$ cat config.mk
export PLATFORM = sky130hd
export DESIGN_NAME = cnbc_coeff_stats
export DESIGN_NICKNAME = d
export VERILOG_FILES = /design/src/cnbc_pkg.sv /design/src/cnbc_coeff_stats.sv
export SDC_FILE = /design/constraint.sdc
export NUM_CORES = 2
export LEC_CHECK = 0
export BUFFER_PORTS_ARGS = -buffer_cell sky130_fd_sc_hd__clkbuf_2
export CAP_MARGIN = 20
export CORE_UTILIZATION = 65
export DETAILED_ROUTE_END_ITERATION = 7
export PLACE_DENSITY = 0.92
export SLEW_MARGIN = 5
export SYNTH_ARGS = -nofsm -noshare
export SYNTH_HDL_FRONTEND = slang
export SYNTH_SLANG_ARGS = --single-unit
$ cat constraint.sdc
create_clock -name clock -period 11.15 [get_ports clock]
set_clock_uncertainty 0.2 [all_clocks]
set_input_delay 0.5575 -clock clock [delete_from_list [all_inputs] [get_ports clock]]
set_output_delay 0.5575 -clock clock [all_outputs]
set_load 0.005 [all_outputs]
$ cat src/cnbc_pkg.sv
// Shared constants, types and register indexes of the coefficient norm bound checker.
`timescale 1ns / 1ps

package cnbc_pkg;

   localparam int COEFF_COUNT = 256;
   localparam int BYTE_TOTAL  = COEFF_COUNT * 4;
   localparam int SEEN_W      = $clog2(BYTE_TOTAL + 1);

   localparam int BYTE_W      = 8;
   localparam int PARTIAL_W   = 24;
   localparam int WORD_W      = 32;
   localparam int SUM_W       = 64;
   localparam int LINF_W      = 31;
   localparam int TALLY_W     = $clog2(COEFF_COUNT + 1);
   localparam int CSR_INDEX_W = 2;
   localparam int CSR_DATA_W  = 64;

   localparam logic [SUM_W-1:0] SUM_MAX = '1;

   typedef enum logic [CSR_INDEX_W-1:0] {
      CSR_L2_LIMIT      = 2'd0,
      CSR_LINF_LIMIT    = 2'd1,
      CSR_DENSITY_LIMIT = 2'd2
   } csr_index_type;

   // One entry handed from byte assembly to the statistics pipeline.
   typedef struct packed {
      logic              coeff_valid;
      logic [WORD_W-1:0] magnitude;
      logic              nonzero;
      logic              last;
      logic              short_sol;
   } coeff_token_type;

   // Totals of one finished solution.
   typedef struct packed {
      logic [SUM_W-1:0]   square_sum;
      logic [WORD_W-1:0]  max_magnitude;
      logic [TALLY_W-1:0] nonzero_count;
      logic               short_sol;
   } stats_type;

endpackage

$ cat src/cnbc_coeff_stats.sv
// Squaring and accumulation pipeline that turns coefficient magnitudes into solution totals.
`timescale 1ns / 1ps

module cnbc_coeff_stats (
   input  logic                      clock,
   input  logic                      reset,
   input  logic                      in_valid,
   output logic                      in_ready,
   input  cnbc_pkg::coeff_token_type in_token,
   output logic                      out_valid,
   input  logic                      out_ready,
   output cnbc_pkg::stats_type       out_stats
);

   logic                      b_valid_ff;
   cnbc_pkg::coeff_token_type b_token_ff;

   logic                           c_valid_ff;
   logic                           c_coeff_valid_ff;
   logic                           c_nonzero_ff;
   logic                           c_last_ff;
   logic                           c_short_ff;
   logic [cnbc_pkg::WORD_W-1:0]    c_mag_ff;
   logic [cnbc_pkg::SUM_W-1:0]     c_square_ff;

   logic [cnbc_pkg::SUM_W-1:0]     sum_ff;
   logic [cnbc_pkg::WORD_W-1:0]    peak_ff;
   logic [cnbc_pkg::TALLY_W-1:0]   tally_ff;
   logic [cnbc_pkg::SUM_W-1:0]     sum_in;
   logic [cnbc_pkg::WORD_W-1:0]    peak_in;
   logic [cnbc_pkg::TALLY_W-1:0]   tally_in;
   logic [cnbc_pkg::SUM_W:0]       sum_wide;

   logic                d_valid_ff;
   cnbc_pkg::stats_type d_stats_ff;

   logic d_free;
   logic c_adv;
   logic c_free;
   logic b_adv;

   assign d_free   = !d_valid_ff || out_ready;
   assign c_adv    = c_valid_ff && (!c_last_ff || d_free);
   assign c_free   = !c_valid_ff || c_adv;
   assign b_adv    = b_valid_ff && c_free;
   assign in_ready = !b_valid_ff || b_adv;

   assign out_valid = d_valid_ff;
   assign out_stats = d_stats_ff;

   always_comb begin
      sum_wide = {1'b0, sum_ff} + {1'b0, c_square_ff};
      sum_in   = sum_ff;
      peak_in  = peak_ff;
      tally_in = tally_ff;
      if (c_coeff_valid_ff) begin
         sum_in = sum_wide[cnbc_pkg::SUM_W] ? cnbc_pkg::SUM_MAX
                                            : sum_wide[cnbc_pkg::SUM_W-1:0];
         if (c_mag_ff > peak_ff) begin
            peak_in = c_mag_ff;
         end
         if (c_nonzero_ff) begin
            tally_in = tally_ff + cnbc_pkg::TALLY_W'(1);
         end
      end
   end

   always_ff @(posedge clock) begin
      if (reset) begin
         b_valid_ff <= 1'b0;
      end else if (in_ready) begin
         b_valid_ff <= in_valid;
      end
   end

   always_ff @(posedge clock) begin
      if (in_ready && in_valid) begin
         b_token_ff <= in_token;
      end
   end

   always_ff @(posedge clock) begin
      if (reset) begin
         c_valid_ff <= 1'b0;
      end else if (c_free) begin
         c_valid_ff <= b_valid_ff;
      end
   end

   always_ff @(posedge clock) begin
      if (b_adv) begin
         c_coeff_valid_ff <= b_token_ff.coeff_valid;
         c_nonzero_ff     <= b_token_ff.nonzero;
         c_last_ff        <= b_token_ff.last;
         c_short_ff       <= b_token_ff.short_sol;
         c_mag_ff         <= b_token_ff.magnitude;
         c_square_ff      <= b_token_ff.magnitude * b_token_ff.magnitude;
      end
   end

   always_ff @(posedge clock) begin
      if (reset) begin
         sum_ff   <= '0;
         peak_ff  <= '0;
         tally_ff <= '0;
      end else if (c_adv) begin
         if (c_last_ff) begin
            sum_ff   <= '0;
            peak_ff  <= '0;
            tally_ff <= '0;
         end else begin
            sum_ff   <= sum_in;
            peak_ff  <= peak_in;
            tally_ff <= tally_in;
         end
      end
   end

   always_ff @(posedge clock) begin
      if (reset) begin
         d_valid_ff <= 1'b0;
      end else if (c_adv && c_last_ff) begin
         d_valid_ff <= 1'b1;
      end else if (out_ready) begin
         d_valid_ff <= 1'b0;
      end
   end

   always_ff @(posedge clock) begin
      if (c_adv && c_last_ff) begin
         d_stats_ff.square_sum    <= sum_in;
         d_stats_ff.max_magnitude <= peak_in;
         d_stats_ff.nonzero_count <= tally_in;
         d_stats_ff.short_sol     <= c_short_ff;
      end
   end

endmodule

## Yosys cells after proc, flatten, opt, wreduce, memory -nomap -nowiden

Cells that the tools add are included.

| word-level totals | value |
|---|---|
| register bits after elaboration | 350 |
| bits of input ports | 40 |
| output and inout bits | 108 |
| logic and storage cells | 49 |

| cells by class | value |
|---|---|
| $add $sub $neg | 2 |
| multiply operators | 1 |
| magnitude comparators | 1 |
| mux-type cells | 11 |
| reduce and logical (&&, ||, !) cells | 13 |

Operators by type and width:

| cell | number |
|---|---|
| $mux 64 | 3 |
| $mux 32 | 3 |
| $add 64x64->65 | 1 |
| $mul 32x32->64 | 1 |
| $gt 32x32->1 | 1 |
| $mux 9 | 3 |
| $add 9x1->9 const B | 1 |
| $logic_and 1x1->1 | 4 |
| $logic_not 1->1 | 4 |
| $logic_or 1x1->1 | 4 |
| $mux 1 | 2 |
| $reduce_bool 2->1 | 1 |

## Longest topological paths before layout

| depth | value |
|---|---|
| word-level depth | 8 |
| gate-level depth with buffers | 30 |
| depth with buffers taken out | 29 |

## Worst setup path after synthesis

No wires, ideal clock.

| timing | value |
|---|---|
| kind | reg-to-reg |
| start point | register b_token_ff[5] (netlist bit) |
| end point | register c_square_ff[51] (netlist bit) (data pin) |
| library setup time | 262 ps |
| arrival | 7,408 ps |
| required time | 10,688 ps |
| path slack | 3,281 ps |
| cell stages (with the launch flop) | 29 |
| path buffers | 2 |
| clock period less this slack | 7,869 ps |
| cell sequence | edfxtp_1 clkbuf_1 buf_1 nand2_1 fa_1 inv_1 fa_1 inv_1 fa_1 fa_1 inv_1 fa_1 inv_1 fa_1 inv_1 fa_1 inv_1 fa_1 inv_1 ha_1 a21o_1 o21bai_1 a221oi_1 o21ai_0 a221oi_2 o21ai_0 a211oi_1 o21ai_1 xor2_1 |

| on the way | value |
|---|---|
| longest elaborated chain between the ends | 1 |

Ends and longest elaborated chain:

| element | line | source |
|---|---|---|
| from (decl) | cnbc_coeff_stats.sv:16 | `cnbc_pkg::coeff_token_type b_token_ff;` |
| from (signal assigned) | cnbc_coeff_stats.sv:78 | `b_token_ff <= in_token;` |
| $mul 32x32->64 | cnbc_coeff_stats.sv:97 | `c_square_ff <= b_token_ff.magnitude * b_token_ff.magnitude;` |
| to (signal assigned) | cnbc_coeff_stats.sv:97 |  |
| to (decl) | cnbc_coeff_stats.sv:24 | `logic [cnbc_pkg::SUM_W-1:0] c_square_ff;` |

Every way passes these cells.
A chain may end at the register's enable or synchronous reset.

## Final worst setup path

| timing | value |
|---|---|
| start point | register b_token_ff[18] (netlist bit) |
| end point | register c_square_ff[56] (netlist bit) (data pin) |

Same word-level chain as after synthesis.

==> reports/qor.csv <==
metric;value;unit
hold-worst-slack;0.00405;ns
synth_area_leaders;fa_1 (35%), edfxtp_1 (16%), ha_1 (11%), inv_1 (8.3%), dfxtp_1 (4.7%);
port-buffer-count;147;
finalSetupViolations;0;
n_fill_cell;4700;
syn_nets;5824;
final_util;69.8;%
path_clk_slew;0.06;ns
htreeDepth;2;
vias_per_cell;6.15;
r2r_slack;1.84;ns
crit_family;adder cells;
crit_path_start_kind;register;
gp_congestion;1.03;
final_cell_mix;inv_1 (1,015), fa_1 (793), ha_1 (397);
synthArstFlopShare;0;%
clock_latency;0.55;ns
final_common_cell;inv_1;
slowest_stage;edfxtp_1;
cts_hold_buf;18;
worstSetupPathType;register to register;
grtUsageTotal;36.4;%
min_delay_path_depth;1;
synthDistinctLibCells;85;
core;0.0700;mm2
status;finished with violations;
violations;DRC;
synth_top_area_share;34.6;%
cp-end-kind;register;
ant_nets;0;
path_buf_inv;5;
min_from;in_token[10];
ys_ff_latch;348;
cp_common_cell;fa_1;
synth_warnings;0;
synth_edf_count;240;
initial_core_util;65.6;%
rsz0062_at_grt;no;
first_iter_violations;3875;
cts-root-buf;clkbuf_16;
numCtsBuffers;36;
worstPathArrival;9.38;ns
synth_ff_type;edfxtp_1;
die_area;0.0717;mm2
hold_path_end;b_token_ff[10];
reg2regPathDepth;24;
worstPathRequired;11.22;ns
post_cts_resize_count;0;
vias;34600;
fin_crit_sh;83.5;%
grt_antenna_before_repair;3;
worst_pin_slew;1.11;ns
post-cts-setup-buffers;0;
drive_above_1_share;7.05;%
dp.cells;5537;
grt_pass1_vias;37000;
cp_cell_sequence;buf_4 -> inv_1 -> nor2_1 -> fa_1 -> fa_1 -> fa_1 -> inv_1 -> fa_1 -> inv_1 -> fa_1 -> fa_1 -> fa_1 -> fa_1 -> ha_1 -> a21oi_1 -> o211ai_1 -> a31oi_1 -> o22ai_1 -> buf_4 -> a31o_2 -> a31o_2 -> a31oi_1 -> o21ai_0 -> xor2_1;
dr.pass1.iters;8;
routedWlPerCell;22.6;um
die_x;268;um
reg2reg_from;b_token_ff[18];
fp.dieH;268;um
syn_avg_cell_area;10.0;um2
finalSetupTns;0;ns
clockBufferDepth;3;
min_period;9.31;ns
slowest_delay;0.83;ns
fmax;0.107;GHz
grt_overflow;0;
worstPathMaxFanout;24;
relSlewSlack;26.2;%
cts_sinks;348;
cts_tree;done;
dp_hpwl;96300;um
maxCapViolations;0;
netlist_instances;4594;
report.final.slew_viol_count;0;
grt_max_degree;69;
nets;5883;
final_hold_viol_count;0;
hold_path.class;primary input to register;
syn_to_final_growth;6.39;%
reg2reg_to;c_square_ff[56];
syn_area;0.0459;mm2
final_cell_count_no_fill;5621;
rows;97;
ios;148;
wl;127000;um
seq_area_frac_synth;20.4;%
drc;6;
grt_pass1_wl;200000;um
yosysTopAreaCell;fa_1;
final cells by class:
class	count	area [um2]	share of cell area, %
Clock buffer	47	992	2.03
Antenna cell	1	2.50	0.00512
Inverter	1015	3810	7.80
Timing Repair Buffer	215	1290	2.64
Sequential cell	348	9370	19.2
Tap cell	940	1180	2.41
Multi-Input combinational cell	3037	32000	65.5
Clock inverter	18	208	0.425
state kept, by name, indices dropped and copies added, names as in the netlist, 9 cells and up:
signal / flops
b_token_ff: 36
c_mag_ff: 32
c_square_ff: 62
out_stats: 106
peak_ff: 32
sum_ff: 64
tally_ff: 9
worst max path at each step:
stage               slack, ns      startpoint  cells after the start         endpoint
finish                   1.84  b_token_ff[18]                     24  c_square_ff[56]
global route             1.71  b_token_ff[18]                     24  c_square_ff[56]
CTS                      2.10  b_token_ff[18]                     24  c_square_ff[56]
detailed placement       2.13  b_token_ff[18]                     24  c_square_ff[56]
global placement         2.26  b_token_ff[20]                     24  c_square_ff[53]
floorplan                3.28   b_token_ff[5]                     28  c_square_ff[51]
logic make-up (layout without fill, tap and decap cells):
group	count (synthesis)	after routing	share of synthesized area, %
adders and majority gates	1190	1190	45.4
DFF	348	348	20.4
xor gates and xnor gates	170	170	3.24
other	0	1	0
muxes	6	6	0.142
AOI/OAI and AO/OA	691	691	10.5
and+or+nand+nor	980	980	10.3
buffers and inverters	1209	1295	10.0
routing by layer:
layer | wire (um) | global-route usage, %
met4 | 9670 | 23.4
met1 | 44500 | 45.2
met5 | 13 | 0
met3 | 13900 | 7.58
met2 | 59000 | 58.3
per-stage QoR:
step	worst slack, ns	cell area, um2
2_1_floorplan	3.28	45900
3_3_place_gp	2.26	47500
3_5_place_dp	2.13	47500
4_1_cts	2.10	48900
5_1_grt	1.71	48900
6_report	1.84	48900
cell usage after synthesis, types with 20 or more instances:
library cell     n
a21oi_1        184
and2_1         247
nand3_1         26
fa_1           793
o21bai_1        25
nand4_1         40
inv_1         1015
dfxtp_1        108
and3_1          20
xnor2_1         89
clkbuf_1       164
nor2_1         152
buf_2           21
a22o_1          69
a21o_1          89
nor3_1          29
edfxtp_1       240
nand2_1        392
ha_1           397
nor2b_1         21
xor2_1          81
o22a_1          21
o21ai_0        122
a31oi_1         25
Power is left out: the tool's default activity adds up to more than one toggle a clock period on the data nets, which glitch-free logic cannot reach.
